==> src/sptl_pkg.sv <==
`default_nettype none

package sptl_pkg;

    localparam int SAMPLE_BITS = 12;
    localparam int SAMPLE_MAX  = (1 << SAMPLE_BITS) - 1;
    localparam int SAMPLE_MID  = 1 << (SAMPLE_BITS - 1);
    localparam int THRESHOLD_RESET = 300;
    localparam int QUEUE_DEPTH_DEFAULT = 2;

    // request codes on the input channel
    localparam logic [1:0] REQ_SAMPLE = 2'd0;
    localparam logic [1:0] REQ_ARM    = 2'd1;
    localparam logic [1:0] REQ_CLEAR  = 2'd2;

    // status codes on the result channel
    localparam logic [1:0] STATUS_IDLE    = 2'd0;
    localparam logic [1:0] STATUS_ARMED   = 2'd1;
    localparam logic [1:0] STATUS_LATCHED = 2'd2;

    typedef enum logic [1:0] {
        CMD_SAMPLE,
        CMD_ARM,
        CMD_CLEAR,
        CMD_NOP
    } cmd_t;

    typedef struct packed {
        logic [1:0]  req_type;
        logic [15:0] sample_value;
        logic [31:0] sample_time_ms;
        logic        sample_source;
    } in_item_t;

    typedef struct packed {
        logic [1:0]             status;
        logic [SAMPLE_BITS-1:0] current_value;
        logic [SAMPLE_BITS-1:0] baseline_value;
        logic [SAMPLE_BITS-1:0] peak_value;
        logic [SAMPLE_BITS-1:0] peak_deviation;
        logic [31:0]            trigger_total;
        logic [31:0]            update_time_ms;
        logic [31:0]            trigger_time_ms;
        logic                   last_source;
        logic                   fired_now;
    } out_item_t;

    // classified item as held in the queue
    typedef struct packed {
        cmd_t                   cmd;
        logic [SAMPLE_BITS-1:0] sample;
        logic [31:0]            time_ms;
        logic                   source;
    } entry_t;

    typedef struct packed {
        logic valid;
        logic full;
    } queue_status_t;

endpackage

`default_nettype wire

==> src/surge_peak_trigger_latch.sv <==
// Peak-hold detector with an armed threshold trigger.
//
// Input channel (s_valid/s_ready/s_data): one item per transfer, a sample,
// an arm command or a clear command. Result channel (m_valid/m_ready/m_data):
// exactly one snapshot of the detector state per input item, in order.
// Configuration: cfg_wr_en/cfg_wr_data write the trigger threshold; a zero
// value is dropped. Write it only while the block is idle.
//
// Each input item is written into the queue; the execute stage then reads the
// queue head and loads the result register once that register is empty or
// being drained. Throughput: one item per cycle while m_ready does not stall.
//
// A QUEUE_DEPTH entry queue sits between the classifier and the execute stage.
// When m_ready is low the result register holds, the queue fills, and s_ready
// drops once QUEUE_DEPTH items wait; nothing is lost.
// Reset (aresetn low, synchronous) empties the queue and the result register,
// sets the threshold to 300, the detector to idle with all levels mid-scale,
// and zeroes the count and timestamps.
`default_nettype none

module surge_peak_trigger_latch #(
    parameter int QUEUE_DEPTH = sptl_pkg::QUEUE_DEPTH_DEFAULT
) (
    input  wire logic                         aclk,
    input  wire logic                         aresetn,
    input  wire logic                         cfg_wr_en,
    input  wire logic [sptl_pkg::SAMPLE_BITS-1:0] cfg_wr_data,
    input  wire logic                         s_valid,
    output logic                              s_ready,
    input  wire sptl_pkg::in_item_t           s_data,
    output logic                              m_valid,
    input  wire logic                         m_ready,
    output sptl_pkg::out_item_t               m_data
);

    sptl_pkg::queue_status_t q_status;
    sptl_pkg::entry_t        wr_entry;
    sptl_pkg::entry_t        rd_entry;
    logic                    push;
    logic                    pop;

    sptl_front u_front (
        .in_item  (s_data),
        .q_status (q_status),
        .s_valid  (s_valid),
        .s_ready  (s_ready),
        .push     (push),
        .entry    (wr_entry)
    );

    sptl_queue #(
        .DEPTH (QUEUE_DEPTH)
    ) u_queue (
        .aclk     (aclk),
        .aresetn  (aresetn),
        .push     (push),
        .wr_entry (wr_entry),
        .pop      (pop),
        .rd_entry (rd_entry),
        .q_status (q_status)
    );

    sptl_back u_back (
        .aclk        (aclk),
        .aresetn     (aresetn),
        .cfg_wr_en   (cfg_wr_en),
        .cfg_wr_data (cfg_wr_data),
        .q_status    (q_status),
        .entry       (rd_entry),
        .pop         (pop),
        .m_valid     (m_valid),
        .m_ready     (m_ready),
        .m_data      (m_data)
    );

endmodule

`default_nettype wire

==> src/sptl_front.sv <==
`default_nettype none

module sptl_front (
    input  wire sptl_pkg::in_item_t      in_item,
    input  wire sptl_pkg::queue_status_t q_status,
    input  wire logic                    s_valid,
    output logic                         s_ready,
    output logic                         push,
    output sptl_pkg::entry_t             entry
);

    sptl_pkg::cmd_t cmd;

    always_comb begin
        case (in_item.req_type)
            sptl_pkg::REQ_SAMPLE: cmd = sptl_pkg::CMD_SAMPLE;
            sptl_pkg::REQ_ARM:    cmd = sptl_pkg::CMD_ARM;
            sptl_pkg::REQ_CLEAR:  cmd = sptl_pkg::CMD_CLEAR;
            default:              cmd = sptl_pkg::CMD_NOP;
        endcase
    end

    always_comb begin
        entry.cmd     = cmd;
        entry.time_ms = in_item.sample_time_ms;
        entry.source  = in_item.sample_source;
        if (in_item.sample_value > 16'(sptl_pkg::SAMPLE_MAX)) begin
            entry.sample = sptl_pkg::SAMPLE_BITS'(sptl_pkg::SAMPLE_MAX);
        end else begin
            entry.sample = in_item.sample_value[sptl_pkg::SAMPLE_BITS-1:0];
        end
    end

    assign s_ready = !q_status.full;
    assign push    = s_valid && s_ready;

endmodule

`default_nettype wire

==> src/sptl_queue.sv <==
`default_nettype none

module sptl_queue #(
    parameter int DEPTH = sptl_pkg::QUEUE_DEPTH_DEFAULT
) (
    input  wire logic                    aclk,
    input  wire logic                    aresetn,
    input  wire logic                    push,
    input  wire sptl_pkg::entry_t        wr_entry,
    input  wire logic                    pop,
    output sptl_pkg::entry_t             rd_entry,
    output sptl_pkg::queue_status_t      q_status
);

    localparam int PTR_BITS = (DEPTH > 1) ? $clog2(DEPTH) : 1;
    localparam int CNT_BITS = $clog2(DEPTH + 1);

    sptl_pkg::entry_t    slots_reg [DEPTH];
    logic [PTR_BITS-1:0] wr_ptr_reg, wr_ptr_next;
    logic [PTR_BITS-1:0] rd_ptr_reg, rd_ptr_next;
    logic [CNT_BITS-1:0] count_reg, count_next;

    always_comb begin
        wr_ptr_next = wr_ptr_reg;
        rd_ptr_next = rd_ptr_reg;
        count_next  = count_reg;
        if (push) begin
            wr_ptr_next = (wr_ptr_reg == PTR_BITS'(DEPTH - 1)) ? '0 : wr_ptr_reg + 1'b1;
        end
        if (pop) begin
            rd_ptr_next = (rd_ptr_reg == PTR_BITS'(DEPTH - 1)) ? '0 : rd_ptr_reg + 1'b1;
        end
        if (push && !pop) begin
            count_next = count_reg + 1'b1;
        end else if (pop && !push) begin
            count_next = count_reg - 1'b1;
        end
    end

    always_ff @(posedge aclk) begin
        if (!aresetn) begin
            wr_ptr_reg <= '0;
            rd_ptr_reg <= '0;
            count_reg  <= '0;
        end else begin
            wr_ptr_reg <= wr_ptr_next;
            rd_ptr_reg <= rd_ptr_next;
            count_reg  <= count_next;
        end
    end

    always_ff @(posedge aclk) begin
        if (push) begin
            slots_reg[wr_ptr_reg] <= wr_entry;
        end
    end

    assign rd_entry       = slots_reg[rd_ptr_reg];
    assign q_status.valid = (count_reg != '0);
    assign q_status.full  = (count_reg == CNT_BITS'(DEPTH));

endmodule

`default_nettype wire

==> src/sptl_back.sv <==
`default_nettype none

module sptl_back (
    input  wire logic                        aclk,
    input  wire logic                        aresetn,
    input  wire logic                        cfg_wr_en,
    input  wire logic [sptl_pkg::SAMPLE_BITS-1:0] cfg_wr_data,
    input  wire sptl_pkg::queue_status_t     q_status,
    input  wire sptl_pkg::entry_t            entry,
    output logic                             pop,
    output logic                             m_valid,
    input  wire logic                        m_ready,
    output sptl_pkg::out_item_t              m_data
);

    localparam int SB = sptl_pkg::SAMPLE_BITS;

    // detector mode, encoded as the status code it reports
    typedef enum logic [1:0] {
        MODE_IDLE    = sptl_pkg::STATUS_IDLE,
        MODE_ARMED   = sptl_pkg::STATUS_ARMED,
        MODE_LATCHED = sptl_pkg::STATUS_LATCHED
    } mode_t;

    logic [SB-1:0] threshold_reg;
    mode_t         mode_reg, mode_next;
    logic [SB-1:0] present_reg, present_next;
    logic [SB-1:0] baseline_reg, baseline_next;
    logic [SB-1:0] peak_reg, peak_next;
    logic [SB-1:0] peak_dev_reg, peak_dev_next;
    logic [31:0]   fire_count_reg, fire_count_next;
    logic [31:0]   update_stamp_reg, update_stamp_next;
    logic [31:0]   fire_stamp_reg, fire_stamp_next;
    logic          source_reg, source_next;
    logic          fired;
    logic [SB-1:0] diff;

    logic                m_valid_reg;
    sptl_pkg::out_item_t m_data_reg;

    // result register can take a new snapshot when empty or being drained
    assign pop = q_status.valid && (!m_valid_reg || m_ready);

    assign diff = (entry.sample >= baseline_reg) ? entry.sample - baseline_reg
                                                 : baseline_reg - entry.sample;

    always_comb begin
        mode_next         = mode_reg;
        present_next      = present_reg;
        baseline_next     = baseline_reg;
        peak_next         = peak_reg;
        peak_dev_next     = peak_dev_reg;
        fire_count_next   = fire_count_reg;
        update_stamp_next = update_stamp_reg;
        fire_stamp_next   = fire_stamp_reg;
        source_next       = source_reg;
        fired             = 1'b0;
        case (entry.cmd)
            sptl_pkg::CMD_SAMPLE: begin
                present_next      = entry.sample;
                source_next       = entry.source;
                update_stamp_next = entry.time_ms;
                if (mode_reg != MODE_IDLE) begin
                    if (diff > peak_dev_reg) begin
                        peak_dev_next = diff;
                        peak_next     = entry.sample;
                    end
                    if (mode_reg == MODE_ARMED && diff >= threshold_reg) begin
                        mode_next       = MODE_LATCHED;
                        fire_count_next = fire_count_reg + 32'd1;
                        fire_stamp_next = entry.time_ms;
                        fired           = 1'b1;
                    end
                end
            end
            sptl_pkg::CMD_ARM: begin
                mode_next     = MODE_ARMED;
                baseline_next = present_reg;
                peak_next     = present_reg;
                peak_dev_next = '0;
            end
            sptl_pkg::CMD_CLEAR: begin
                mode_next       = MODE_IDLE;
                baseline_next   = present_reg;
                peak_next       = present_reg;
                peak_dev_next   = '0;
                fire_stamp_next = '0;
            end
            default: begin
            end
        endcase
    end

    always_ff @(posedge aclk) begin
        if (!aresetn) begin
            threshold_reg    <= SB'(sptl_pkg::THRESHOLD_RESET);
            mode_reg         <= MODE_IDLE;
            present_reg      <= SB'(sptl_pkg::SAMPLE_MID);
            baseline_reg     <= SB'(sptl_pkg::SAMPLE_MID);
            peak_reg         <= SB'(sptl_pkg::SAMPLE_MID);
            peak_dev_reg     <= '0;
            fire_count_reg   <= '0;
            update_stamp_reg <= '0;
            fire_stamp_reg   <= '0;
            source_reg       <= 1'b0;
            m_valid_reg      <= 1'b0;
            m_data_reg       <= '0;
        end else begin
            // a zero threshold write is dropped
            if (cfg_wr_en && cfg_wr_data != '0) begin
                threshold_reg <= cfg_wr_data;
            end
            if (pop) begin
                mode_reg         <= mode_next;
                present_reg      <= present_next;
                baseline_reg     <= baseline_next;
                peak_reg         <= peak_next;
                peak_dev_reg     <= peak_dev_next;
                fire_count_reg   <= fire_count_next;
                update_stamp_reg <= update_stamp_next;
                fire_stamp_reg   <= fire_stamp_next;
                source_reg       <= source_next;
                m_valid_reg      <= 1'b1;

                m_data_reg.status          <= mode_next;
                m_data_reg.current_value   <= present_next;
                m_data_reg.baseline_value  <= baseline_next;
                m_data_reg.peak_value      <= peak_next;
                m_data_reg.peak_deviation  <= peak_dev_next;
                m_data_reg.trigger_total   <= fire_count_next;
                m_data_reg.update_time_ms  <= update_stamp_next;
                m_data_reg.trigger_time_ms <= fire_stamp_next;
                m_data_reg.last_source     <= source_next;
                m_data_reg.fired_now       <= fired;
            end else if (m_ready) begin
                m_valid_reg <= 1'b0;
            end
        end
    end

    assign m_valid = m_valid_reg;
    assign m_data  = m_data_reg;

endmodule

`default_nettype wire

==> config.mk <==
export PLATFORM = sky130hd
export DESIGN_NAME = surge_peak_trigger_latch
export DESIGN_NICKNAME = d
export VERILOG_FILES = /design/src/sptl_pkg.sv /design/src/surge_peak_trigger_latch.sv /design/src/sptl_front.sv /design/src/sptl_queue.sv /design/src/sptl_back.sv
export SDC_FILE = /design/constraint.sdc
export NUM_CORES = 1
export LEC_CHECK = 0
export BUFFER_PORTS_ARGS = -buffer_cell sky130_fd_sc_hd__buf_2
export CORE_ASPECT_RATIO = 0.5
export CORE_MARGIN = 5
export CORE_UTILIZATION = 52
export DETAILED_ROUTE_END_ITERATION = 16
export PLACE_DENSITY = 0.85
export SYNTH_ARGS = -nofsm -noshare
export SYNTH_HDL_FRONTEND = slang
export SYNTH_HIERARCHICAL = 1
export SYNTH_SLANG_ARGS = --single-unit
==> constraint.sdc <==
create_clock -name aclk -period 6.6 [get_ports aclk]
set_input_delay 1.32 -clock aclk [delete_from_list [all_inputs] [get_ports aclk]]
set_output_delay 1.32 -clock aclk [all_outputs]
set_load 0.01 [all_outputs]
* Yosys cells after proc, flatten, opt, wreduce, memory -nomap -nowiden *
Memories as Yosys holds them, arrays and structs flattened. A register that Yosys moved wholly into a read port is not among the register bits.
Cells that the tools add are included.

storage, ports and cells
  memories = 1
  flip-flop bits (word level) = 201
  latch bits = 0
  RAM bits = 94
  output and inout port bits = 150
  word-level logic and storage cells = 101
  ROM bits = 0
  input bits = 68

cells by class
  $add $sub $neg = 7
  bitwise logic cells = 0
  magnitude comparators = 4
  div/mod/pow operators = 0
  $mul = 0
  shift-type cells = 0
  muxes and demuxes = 35
  equality and inequality tests = 9
  reductions and logical operators = 27

memories
  name               words  width  rd ports  clocked after memory_dff  wr ports  line              text
  u_queue.slots_reg  2      47     1         1                         1         sptl_queue.sv:18  sptl_pkg::entry_t slots_reg [DEPTH];

operators with widths
  cell                   count
  $mux 32                6
  $mux 12                8
  $pmux 32 s2            1
  $pmux 12 s2            2
  $add 32x1->32 const B  1
  $ge 12x12->1           2
  $sub 12x12->12         2
  $gt 16x12->1 const B   1
  $reduce_and 4->1       4
  $gt 12x12->1           1
  $mux 1                 12
  $pmux 2 s3             2
  $reduce_bool 12->1     1
  $reduce_bool 2->1      6
  $mux 2                 4
  $eq 2x1->1 const B     3
  $eq 2x2->1 const B     3
  $logic_and 1x1->1      6
  $ne 2x1->1 const B     3
  $logic_not 1->1        4
  $logic_not 2->1        2
  $reduce_bool 3->1      1
  $add 1x1->1 const B    2
  $add 2x1->2 const B    1
  4 further kinds        4

* Logic depth before layout (Yosys ltp) *
Gate-level depths: netlist of run 1.

  depth in word-level cells = 7
  depth in mapped cells = 23
  depth with buffers taken out = 20

* Hierarchy *
Netlist of run 1, hierarchy kept.

by module, submodules not included
  module      sequential area each (µm²)  times used  area each (µm²)  cells an instance
  sptl_back   3283.1                      1           8384.3           979
  sptl_queue  2922.8                      1           3619.7           168
  sptl_front  0.0                         1           369.1            51

* Worst setup path before layout of run 1 *
Ideal clock, no wire load.

  path kind = register to register
  start = reg with a tool-made name
  end = reg u_back.peak_reg[0]
  period minus slack after synthesis = 4819 ps
  slack = 1781 ps
  buffers on the path = 5
  library setup time = 123 ps
  arrival = 4696 ps
  stages on the path, launching flop included = 21
  data required time = 6477 ps
  cell sequence = dfxtp_1 > buf_4 > buf_6 > mux2_2 > ha_1 > clkbuf_1 > nand3_1 > a311oi_1 > a211oi_2 > nand2_2 > buf_4 > mux2_2 > ha_1 > nor2b_1 > o211ai_1 > a21oi_1 > o41ai_4 > buf_4 > mux2_2 > a221oi_1 > nor2_1

RTL lines
  what                  line              text
  end signal, assigned  sptl_back.sv:100  peak_reg <= SB'(sptl_pkg::SAMPLE_MID);
  end signal, assigned  sptl_back.sv:117  peak_reg <= peak_next;
  end, declared         sptl_back.sv:29   logic [SB-1:0] peak_reg, peak_next;

==> impl_metrics.ini, run 1 <==
[global_routing]
globalRouteMet2Util_pct = 37.38
grt_use_met1_pct = 27.25
grt_start_max_net_pins = 92
gr-max-usage-layer = met2
first_global_vias = 9278
grt.met3_usage_pct = 4.589
global_route_wire_length_before_repair_mm = 48.82
track_usage_pct = 21.59
antenna_found_initial = 4
overflow = 0

[clock_tree]
holdBufCountCts = 0
clkSinkCount = 263
clock_tree_from_tritoncts = yes
cts.repair_timing.setup_buffer_count = 0
clock_latency_ns = 0.54
clk_root_buffer_cell = clkbuf_16
numCtsBuffers = 24
htree_num_levels = 1
clk_pin_slew_worst_setup_hold_paths_ns = 0.07
cts_buffer_depth = 3
cts_repair_resize_count = 0

[setup_path]
worst-endpoint-required_ns = 7.02
data_arrival_time_of_the_critical_path_ns = 6.05
worst_setup_path_end_kind = flop
worstSetupStartpointType = flop
worstSetupPathType = reg -> reg
crit_fanout = 32

[flow_run]
drv_cap = 0

[power_and_ir_drop]
power.internal_uw = 3358
power_density_nw_per_um2 = 365.9
seq_power_share_pct = 39.0
clock_power_share_pct = 29.5
power_leakage_uw = 0.005692
vdd_drop_max_uv = 186.4
switching_fraction_of_total_power_pct = 34.33
comb_power_share_pct = 31.5
netSwitchingPower_uw = 1756

[sta]
skew_ns = 0.01385
finalSetupTns_ns = 0
fin_ws_ns = 0.9683
achievable-frequency_ghz = 0.1776
setup_viol_count_final = 0
unrepaired_setup_endpoints_after_global_routing = no
share_of_the_clock_period_used_by_the_worst_path_after_layout_pct = 85.33
final_max_slew_viol_count = 0
hold_violations = 0
worst_pin_slew_ns = 1.208
period_needed_ns = 5.632
slew_headroom_pct = 19.28

[synth]
synthesis.yosys.warnings = 6
synth_xor_area_share_pct = 2.973
ys.flop_type = dfxtp_1
async_reset_ff_share_pct = 0
synth_enable_flop_cells = 94
yosysUniqueCellTypes = 69
arithmetic_cell_share_of_the_synthesized_area_counting_full_adders_half_adders_and_majority_gates_pct = 5.683
synth_compound_area_share_pct = 11.88
syn_avg_cell_area_um2 = 10.33
yosysSeqAreaShare_pct = 50.16
postSynthRegisterBits = 263
synth_top_family_by_area = simple AND/OR/NAND/NOR gates
muxShareOfSynthArea_pct = 6.502
yosys.area_share.simple_pct = 14.15
syn_nets = 1321
cell_area_synth_um2 = 12370
synthCells = 1198

[min_path]
min-delay-path-class = reg -> reg
min-delay-start = u_back/m_data[41]$_SDFFE_PN0P_

[place]
place_worst_setup_slack_ns = 1.128
io_buffers = 217
place_inst = 1599
hpwl_mm = 21.53
gp_congestion = 0.9118

[run_status]
run_status = finished, final reports clean

[cells_and_area]
drive_gt1_share_pct = 27.02
post_layout_nonfiller_instances = 1644
fillCellCount = 1859
final_net_count = 1441
area_growth_syn_to_layout_pct = 12.97
largest_register_ffs = 115
layout_common_cells = buf_2 (217), dfxtp_1 (168), nand2_1 (166)
commonest_non_fill_non_tap_cell_in_the_layout = buf_2
post-route-util_pct = 60.43

[die]
start_util_pct = 53.49
ioPinCount = 218
rows = 39
floorplan.die.height_um = 119.1
core_area_um2 = 23130
die_area_um2 = 27170
dieWidth_um = 228.2

[detailed_routing]
route.final.wire_length_mm = 30.99
detail_route.first_pass.iterations = 5
post_drt_wl_per_cell_um = 18.85
route.vias.total = 9272
drt_first_iter_violations = 664
antenna_violating_nets_post_route = 0
vias_per_cell = 5.640
drcViolationCount = 0
==> logic make-up (layout without fill, tap and decap cells) <==
kind of cell	after synthesis	count (layout)
flops	263	263
xor+xnor	42	42
buf+inv	194	332
simple gates	349	349
other cells	0	1
compound gates	222	222
mux	73	73
fa+ha+maj	55	55
==> final cells by class <==
type	instances	area, um^2	area share, %
tap	307	384.1	2.748
multi-input combinational	741	5130	36.70
inverter	61	235.2	1.683
clock buffer	30	664.4	4.753
clock inverter	14	193.9	1.387
timing repair buffer	227	1161	8.306
antenna	1	2.502	0.01790
sequential	263	6207	44.41
==> metrics by stage <==
stage	total power (uW)	cell area (um^2)	hold WS (ns)
2_1_floorplan	3225	12370	0.4363
5_1_grt	5385	13980	0.4681
6_report	5114	13980	0.4555
3_5_place_dp	3607	13120	0.4449
4_1_cts	5122	13980	0.4545
3_3_place_gp	3531	13120	0.4399
==> worst paths after layout <==
path                                     to  slack, ns  cells past startpoint
max          u_back/m_data[26]$_SDFFE_PN0P_       0.97                     21
min          u_back/m_data[41]$_SDFFE_PN0P_       0.46                      2
max reg2reg  u_back/m_data[26]$_SDFFE_PN0P_       0.97                     21
min reg2reg  u_back/m_data[41]$_SDFFE_PN0P_       0.46                      2
==> synthesized netlist by cell type, drive strengths merged (2+ instances only) <==
master	instances	area share, %
and3	3	0.15
and4	4	0.28
a21o	10	0.61
or2	2	0.10
o21a	4	0.24
xor2	7	0.50
edfxtp	94	23
clkbuf	43	1.3
nor4	25	1.7
inv	61	1.9
a211oi	5	0.34
a21boi	3	0.18
nor3	7	0.41
dfxtp	169	27
and2	8	0.40
or3	5	0.25
xnor2	35	2.5
nor2b	6	0.30
a221oi	12	0.85
mux2	59	5.4
a21oi	98	4.0
mux2i	14	1.1
nand4	12	0.61
a22oi	2	0.12
a311oi	2	0.19
o21ai	25	1.0
o22ai	2	0.10
buf	90	5.5
o41ai	2	0.29
o211ai	6	0.36
nand2	169	5.2
nand2b	17	0.92
fa	2	0.32
ha	53	5.4
a22o	41	2.9
nand3	20	0.91
nor4b	7	0.80
nor2	62	1.9
==> metal layers <==
metal / up-vias / share of wire, %
met3: 71 / 6.5
met2: 339 / 49
li1: 4370 / -
met4: 6 / 2.8
met5: - / 0.15
met1: 4486 / 41
==> critical path, stage by stage (launching register included) <==
cell and delay, ns:
dfxtp_2 0.54, mux2_2 0.43, inv_1 0.07, ha_1 0.16
inv_1 0.07, fa_1 0.39, nand3_1 0.13, a311oi_1 0.12
a211oi_2 0.35, nand2_2 0.29, mux2i_1 0.20, xnor2_1 0.41
ha_1 0.34, a21o_1 0.19, a21o_1 0.17, a21oi_1 0.21
o211a_1 0.21, buf_4 0.36, or2_1 0.31, nor3_4 0.05
buf_4 0.27, a22o_1 0.25
==> power by group through the flow <==
stage          clock, uW  sequential (uW)  combinational, uW
2_1_floorplan          0             2010               1210
5_1_grt             1610             2010               1760
4_1_cts             1540             1990               1590
3_5_place_dp           0             2030               1580
6_report            1510             2000               1610
3_3_place_gp           0             2020               1510
No activity file was read; power rests on OpenSTA's default activity.
==> run 2: changes to the inputs <==
--- a/config.mk
+++ b/config.mk
@@ -5,12 +5,13 @@
 export SDC_FILE = /design/constraint.sdc
 export NUM_CORES = 1
 export LEC_CHECK = 0
+export ABC_AREA = 1
 export BUFFER_PORTS_ARGS = -buffer_cell sky130_fd_sc_hd__buf_2
 export CORE_ASPECT_RATIO = 0.5
 export CORE_MARGIN = 5
 export CORE_UTILIZATION = 52
 export DETAILED_ROUTE_END_ITERATION = 16
-export PLACE_DENSITY = 0.85
+export PLACE_DENSITY = 0.84
 export SYNTH_ARGS = -nofsm -noshare
 export SYNTH_HDL_FRONTEND = slang
 export SYNTH_HIERARCHICAL = 1
==> impl_metrics.ini, run 2 <==
[run_status]
run_status = finished, final reports clean

[synth]
async_reset_ff_share_pct = 0
synth_enable_flop_cells = 94
cell_area_synth_um2 = 13540
yosysTopAreaCell = dfxtp_1
synthCells = 1633
cell_types_occupying_the_most_area_after_synthesis = dfxtp_1 (25%), edfxtp_1 (21%), nand2_1 (10%), a21oi_1 (5.0%), ha_1 (4.9%)
yosys-top-cells-count = nand2_1 (377), dfxtp_1 (169), nor2_1 (160)
ys.flop_type = dfxtp_1
yosysSeqAreaShare_pct = 45.85
synth_top_area_share_pct = 25.00
yosys.cell_count.top_type = nand2_1
syn_nets = 1756
yosysUniqueCellTypes = 39
syn_avg_cell_area_um2 = 8.289
synthesis.yosys.warnings = 6
postSynthRegisterBits = 263

[detailed_routing]
vias_per_cell = 5.347
drt_first_iter_violations = 1029
drcViolationCount = 0
detail_route.first_pass.iterations = 6
post_drt_wl_per_cell_um = 17.02
antenna_violating_nets_post_route = 0
route.final.wire_length_mm = 35.85
route.vias.total = 11260

[global_routing]
first_global_vias = 10270
global_route_wire_length_before_repair_mm = 55.41
grt_start_max_net_pins = 119
overflow = 0
track_usage_pct = 23.15
antenna_found_initial = 0

[cells_and_area]
antennaDiodeCount = 0
layout_common_cells = nand2_1 (376), buf_2 (216), dfxtp_1 (168)
area_growth_syn_to_layout_pct = 10.93
final_net_count = 1868
largest_register_ffs = 115
drive_gt1_share_pct = 19.24
post-route-util_pct = 59.13
commonest_non_fill_non_tap_cell_in_the_layout = nand2_1
fillCellCount = 2219
stdcell_area_um2 = 15010

[setup_path]
data_arrival_time_of_the_critical_path_ns = 5.90
worstPathCellList = mux2_2 -> inv_1 -> ha_1 -> inv_1 -> fa_1 -> nand2_1 -> nand3_1 -> nand3_1 -> nand3_2 -> inv_2 -> nand2_1 -> nand2_1 -> inv_1 -> ha_1 -> a21oi_1 -> nor2_1 -> nor3_1 -> nand4_1 -> nand2_1 -> nand2_2 -> a21oi_1 -> nor2_1
worst-endpoint-required_ns = 7.03
critical-path-top-cell-by-count = nand2_1
worst_setup_path_end_kind = flop
crit_cells = 22
critical_path.endpoint = u_back/m_data[13]$_SDFFE_PN0P_
cp_top_family = simple AND/OR/NAND/NOR gates
worstSetupPathType = reg -> reg
worstSetupStartpointType = flop
critPathSlowestCell = dfxtp_2
crit_fanout = 67
critical-path-max-stage-delay_ns = 0.77
r2r_setup_slack_ns = 1.14
rr_worst_depth = 22
crit-reg2reg-capture = u_back/m_data[13]$_SDFFE_PN0P_
path_buf_inv = 4

[sta]
period_needed_ns = 5.464
share_of_the_clock_period_used_by_the_worst_path_after_layout_pct = 82.79
achievable-frequency_ghz = 0.1830
setup_viol_count_final = 0
worst_pin_slew_ns = 1.254
skew_ns = 0.01737
slew_headroom_pct = 16.11
unrepaired_setup_endpoints_after_global_routing = no
final_max_slew_viol_count = 0
final.hold.worst_slack_ns = 0.4620
hold_violations = 0
finalSetupTns_ns = 0

[clock_tree]
cts_buffer_depth = 3
cts_repair_resize_count = 0
clock_latency_ns = 0.55
clkSinkCount = 263
cts.repair_timing.setup_buffer_count = 0
htree_num_levels = 1
clk_pin_slew_worst_setup_hold_paths_ns = 0.06
numCtsBuffers = 25
clock_tree_from_tritoncts = yes
clk_root_buffer_cell = clkbuf_16
holdBufCountCts = 0

[die]
start_util_pct = 53.30
dieWidth_um = 238.2
floorplan.die.height_um = 124.1
die_area_um2 = 29550
rows = 41
ioPinCount = 218
core_area_um2 = 25390

[place]
hpwl_mm = 25.57
gp_congestion = 0.9767
io_buffers = 217
dpl-instance-area_um2 = 14210

[power_and_ir_drop]
power_leakage_uw = 0.006723
power_density_nw_per_um2 = 458.7
vdd_drop_max_uv = 213.8

[flow_run]
drv_cap = 0

[min_path]
min-delay-path-class = reg -> reg
run 2: cell count changes after synthesis, moves of 37 or more:
cell	change
nand2_1	+211
nor2_1	+98
inv_1	+86
o21ai_0	+65
nand3_1	+63
mux2_2	-42
a22o_1	-41
a21oi_1	+37
run 2: routing by layer:
layer	GRT usage, %	share of wire, %
met1	32.02	44
met2	37.16	46
met3	4.956	7.3
met4	6.662	2.9
met5	0	0
run 2: cell families (layout without fill, tap and decap cells):
logic type / count (synthesis) / count (layout) / share of synthesized area, %
simple gates: 679 / 679 / 20.65
buf+inv: 296 / 425 / 11.09
flops: 263 / 263 / 45.85
compound gates: 253 / 253 / 9.882
fa+ha+maj: 55 / 55 / 5.195
mux: 47 / 47 / 4.742
xor+xnor: 40 / 40 / 2.588
run 2: report_power, final:
group	total, uW	internal (uW)	switching [uW]	leakage, uW
Clock	1430	771	655	0.000382
Combinational	3180	1130	2050	0.00414
Sequential	2280	2050	233	0.00220
run 2: how the worst min path moves through the flow:
stage / startpoint / to / depth (start not counted)
floorplan: u_back/threshold_reg[10]$_SDFFE_PN0P_ / u_back/threshold_reg[10]$_SDFFE_PN0P_ / 2
global placement: u_back/peak_reg[11]$_SDFFE_PN1P_ / u_back/peak_reg[11]$_SDFFE_PN1P_ / 2
detailed placement: u_back/m_data[133]$_SDFFE_PN0P_ / u_back/m_data[133]$_SDFFE_PN0P_ / 2
CTS: u_back/m_data[133]$_SDFFE_PN0P_ / u_back/m_data[133]$_SDFFE_PN0P_ / 2
global route: u_back/threshold_reg[10]$_SDFFE_PN0P_ / u_back/threshold_reg[10]$_SDFFE_PN0P_ / 2
finish: u_back/m_data[133]$_SDFFE_PN0P_ / u_back/m_data[133]$_SDFFE_PN0P_ / 2
run 2: final cells by class:
cell class	instances	area, um^2	share of cell area, %
clock buffers	29	660.6	4.400
repair buffers	225	1149	7.650
clock inverters	15	143.9	0.9583
multi-input cells	1074	5838	38.88
inverters	156	585.6	3.900
well taps	344	430.4	2.867
flip-flops and latches	263	6207	41.34
run 2: worst min-delay path: stages (launching register included):
cell	delay [ns]
dfxtp_1	0.31
nand2_1	0.06
a21oi_1	0.05
run 2: through the flow:
stage | setup slack [ns] | cells | power [uW]
after floorplan | 2.590 | 1633 | 4672
after global placement | 1.338 | 2062 | 5386
after detailed placement | 1.271 | 2062 | 5440
after CTS | 1.235 | 2106 | 6883
after global routing | 0.7015 | 2106 | 7400
final | 1.136 | 2106 | 6888
==> run 3: changes to the inputs <==
--- a/config.mk
+++ b/config.mk
@@ -11,7 +11,7 @@
 export CORE_MARGIN = 5
 export CORE_UTILIZATION = 52
 export DETAILED_ROUTE_END_ITERATION = 16
-export PLACE_DENSITY = 0.84
+export PLACE_DENSITY = 0.87
 export SYNTH_ARGS = -nofsm -noshare
 export SYNTH_HDL_FRONTEND = slang
 export SYNTH_HIERARCHICAL = 1
==> constraint.sdc (replaced) <==
create_clock -name aclk -period 5 [get_ports aclk]
set_input_delay 1 -clock aclk [delete_from_list [all_inputs] [get_ports aclk]]
set_output_delay 1 -clock aclk [all_outputs]
set_load 0.01 [all_outputs]
==> impl_metrics.ini, run 3 (synthesis gave the netlist of run 2 again) <==
[sta]
final_max_slew_viol_count = 0
skew_ns = 0.008615
period_needed_ns = 4.498
share_of_the_clock_period_used_by_the_worst_path_after_layout_pct = 89.96
hold_violations = 0
worst_pin_slew_ns = 1.132
slew_headroom_pct = 24.44
setup_viol_count_final = 0
finalSetupTns_ns = 0
achievable-frequency_ghz = 0.2223

[cells_and_area]
drive_gt1_share_pct = 19.13
area_growth_syn_to_layout_pct = 11.49
largest_register_ffs = 115
stdcell_area_um2 = 15090
final_net_count = 1873
layout_common_cells = nand2_1 (376), buf_2 (216), dfxtp_1 (168)
commonest_non_fill_non_tap_cell_in_the_layout = nand2_1
fillCellCount = 2194
post-route-util_pct = 59.43

[global_routing]
first_global_vias = 10470
global_route_wire_length_before_repair_mm = 55.72
track_usage_pct = 23.28
overflow = 0
grt_start_max_net_pins = 72
antenna_found_initial = 1

[flow_run]
drv_cap = 0

[setup_path]
data_arrival_time_of_the_critical_path_ns = 4.95
worst-endpoint-required_ns = 5.45
worst_setup_path_end_kind = flop
worstSetupStartpointType = flop
crit_fanout = 14
worstSetupPathType = reg -> reg

[die]
ioPinCount = 218
rows = 41
dieWidth_um = 238.2
start_util_pct = 53.30
floorplan.die.height_um = 124.1
core_area_um2 = 25390
die_area_um2 = 29550

[detailed_routing]
vias_per_cell = 5.374
drt_first_iter_violations = 1266
antenna_violating_nets_post_route = 0
post_drt_wl_per_cell_um = 17.01
highest-signal-layer = met4
met2_length_mm = 17.04
met3_routed_wirelength_mm = 2.440
detail_route.first_pass.iterations = 7
route.layer.met1.wl_mm = 15.38
route.vias.total = 11350
drcViolationCount = 0
route.final.wire_length_mm = 35.93

[place]
io_buffers = 217
dpl-instance-area_um2 = 14260
gp_congestion = 0.9566
hpwl_mm = 25.54

[run_status]
run_status = finished, final reports clean

[power_and_ir_drop]
comb_power_share_pct = 46.5
seq_power_share_pct = 32.4
power_density_nw_per_um2 = 609.9
switching_fraction_of_total_power_pct = 41.91
power.total_uw = 9204
power.internal_uw = 5347
power_leakage_uw = 0.006771
netSwitchingPower_uw = 3857
clock_power_share_pct = 21.0
vdd_drop_max_uv = 319.3

[clock_tree]
numCtsBuffers = 24
clock_tree_from_tritoncts = yes
cts_repair_resize_count = 0
holdBufCountCts = 0
clk_pin_slew_worst_setup_hold_paths_ns = 0.06
clk_root_buffer_cell = clkbuf_16
cts_buffer_depth = 3
cts.repair_timing.setup_buffer_count = 0
clkSinkCount = 263
htree_num_levels = 1
clock_latency_ns = 0.54

[min_path]
min-delay-path-class = reg -> reg
min-delay-start = u_back/peak_reg[11]$_SDFFE_PN1P_
==> run 3: final timing paths <==
kind,to,slack [ns],depth (start not counted)
max,u_back/m_data[108]$_SDFFE_PN0P_,0.50,23
max reg2reg,u_back/m_data[108]$_SDFFE_PN0P_,0.50,23
min reg2reg,u_back/peak_reg[11]$_SDFFE_PN1P_,0.47,2
min,u_back/peak_reg[11]$_SDFFE_PN1P_,0.47,2
==> run 3: metal layers <==
metal	vias to the layer above	global-route usage [%]
met5	-	0
met4	0	6.841
met3	84	4.115
met2	433	39.26
met1	5314	31.19
li1	5518	-
==> run 3: metrics by stage <==
| stage | hold WS (ns) | std cells | setup WS, ns |
|---|---|---|---|
| 2_1_floorplan | 0.4353 | 1633 | 1.310 |
| 3_3_place_gp | 0.4535 | 2067 | 0.5385 |
| 3_5_place_dp | 0.4538 | 2067 | 0.4396 |
| 4_1_cts | 0.4701 | 2110 | 0.4184 |
| 5_1_grt | 0.4931 | 2112 | -0.001600 |
| 6_report | 0.4704 | 2112 | 0.5020 |
==> run 3: cell type report <==
type	instances	area (um^2)	share of cell area, %
flip-flops and latches	263	6207	41.13
clock inverters	7	120.1	0.7960
repair buffers	230	1199	7.943
well taps	344	430.4	2.852
clock buffers	36	696.9	4.618
inverters	156	585.6	3.880
multi-input cells	1075	5849	38.76
diodes	1	2.502	0.01658
==> run 3: power by group through the flow <==
stage / clock, uW / sequential [uW] / combinational [uW]
6_report: 1940 / 2990 / 4280
5_1_grt: 2040 / 3040 / 4800
3_3_place_gp: 0 / 3010 / 4090
3_5_place_dp: 0 / 3030 / 4170
2_1_floorplan: 0 / 3070 / 3100
4_1_cts: 1960 / 2990 / 4230
==> run 3: critical path, stage by stage, from the launching register on <==
cell,delay [ns]
dfxtp_2,0.45
mux2_2,0.40
inv_1,0.10
ha_1,0.17
inv_1,0.07
fa_1,0.43
nand2_1,0.11
nand3_1,0.08
nand3_1,0.09
nand3_2,0.24
inv_2,0.22
nand2_1,0.06
and2_1,0.18
ha_1,0.32
nand4_1,0.12
nor2_1,0.16
nand2_1,0.07
nand3_1,0.20
nand2_1,0.08
nand2_1,0.08
nand2_2,0.20
nor2_2,0.34
nand2_1,0.10
a21oi_1,0.13
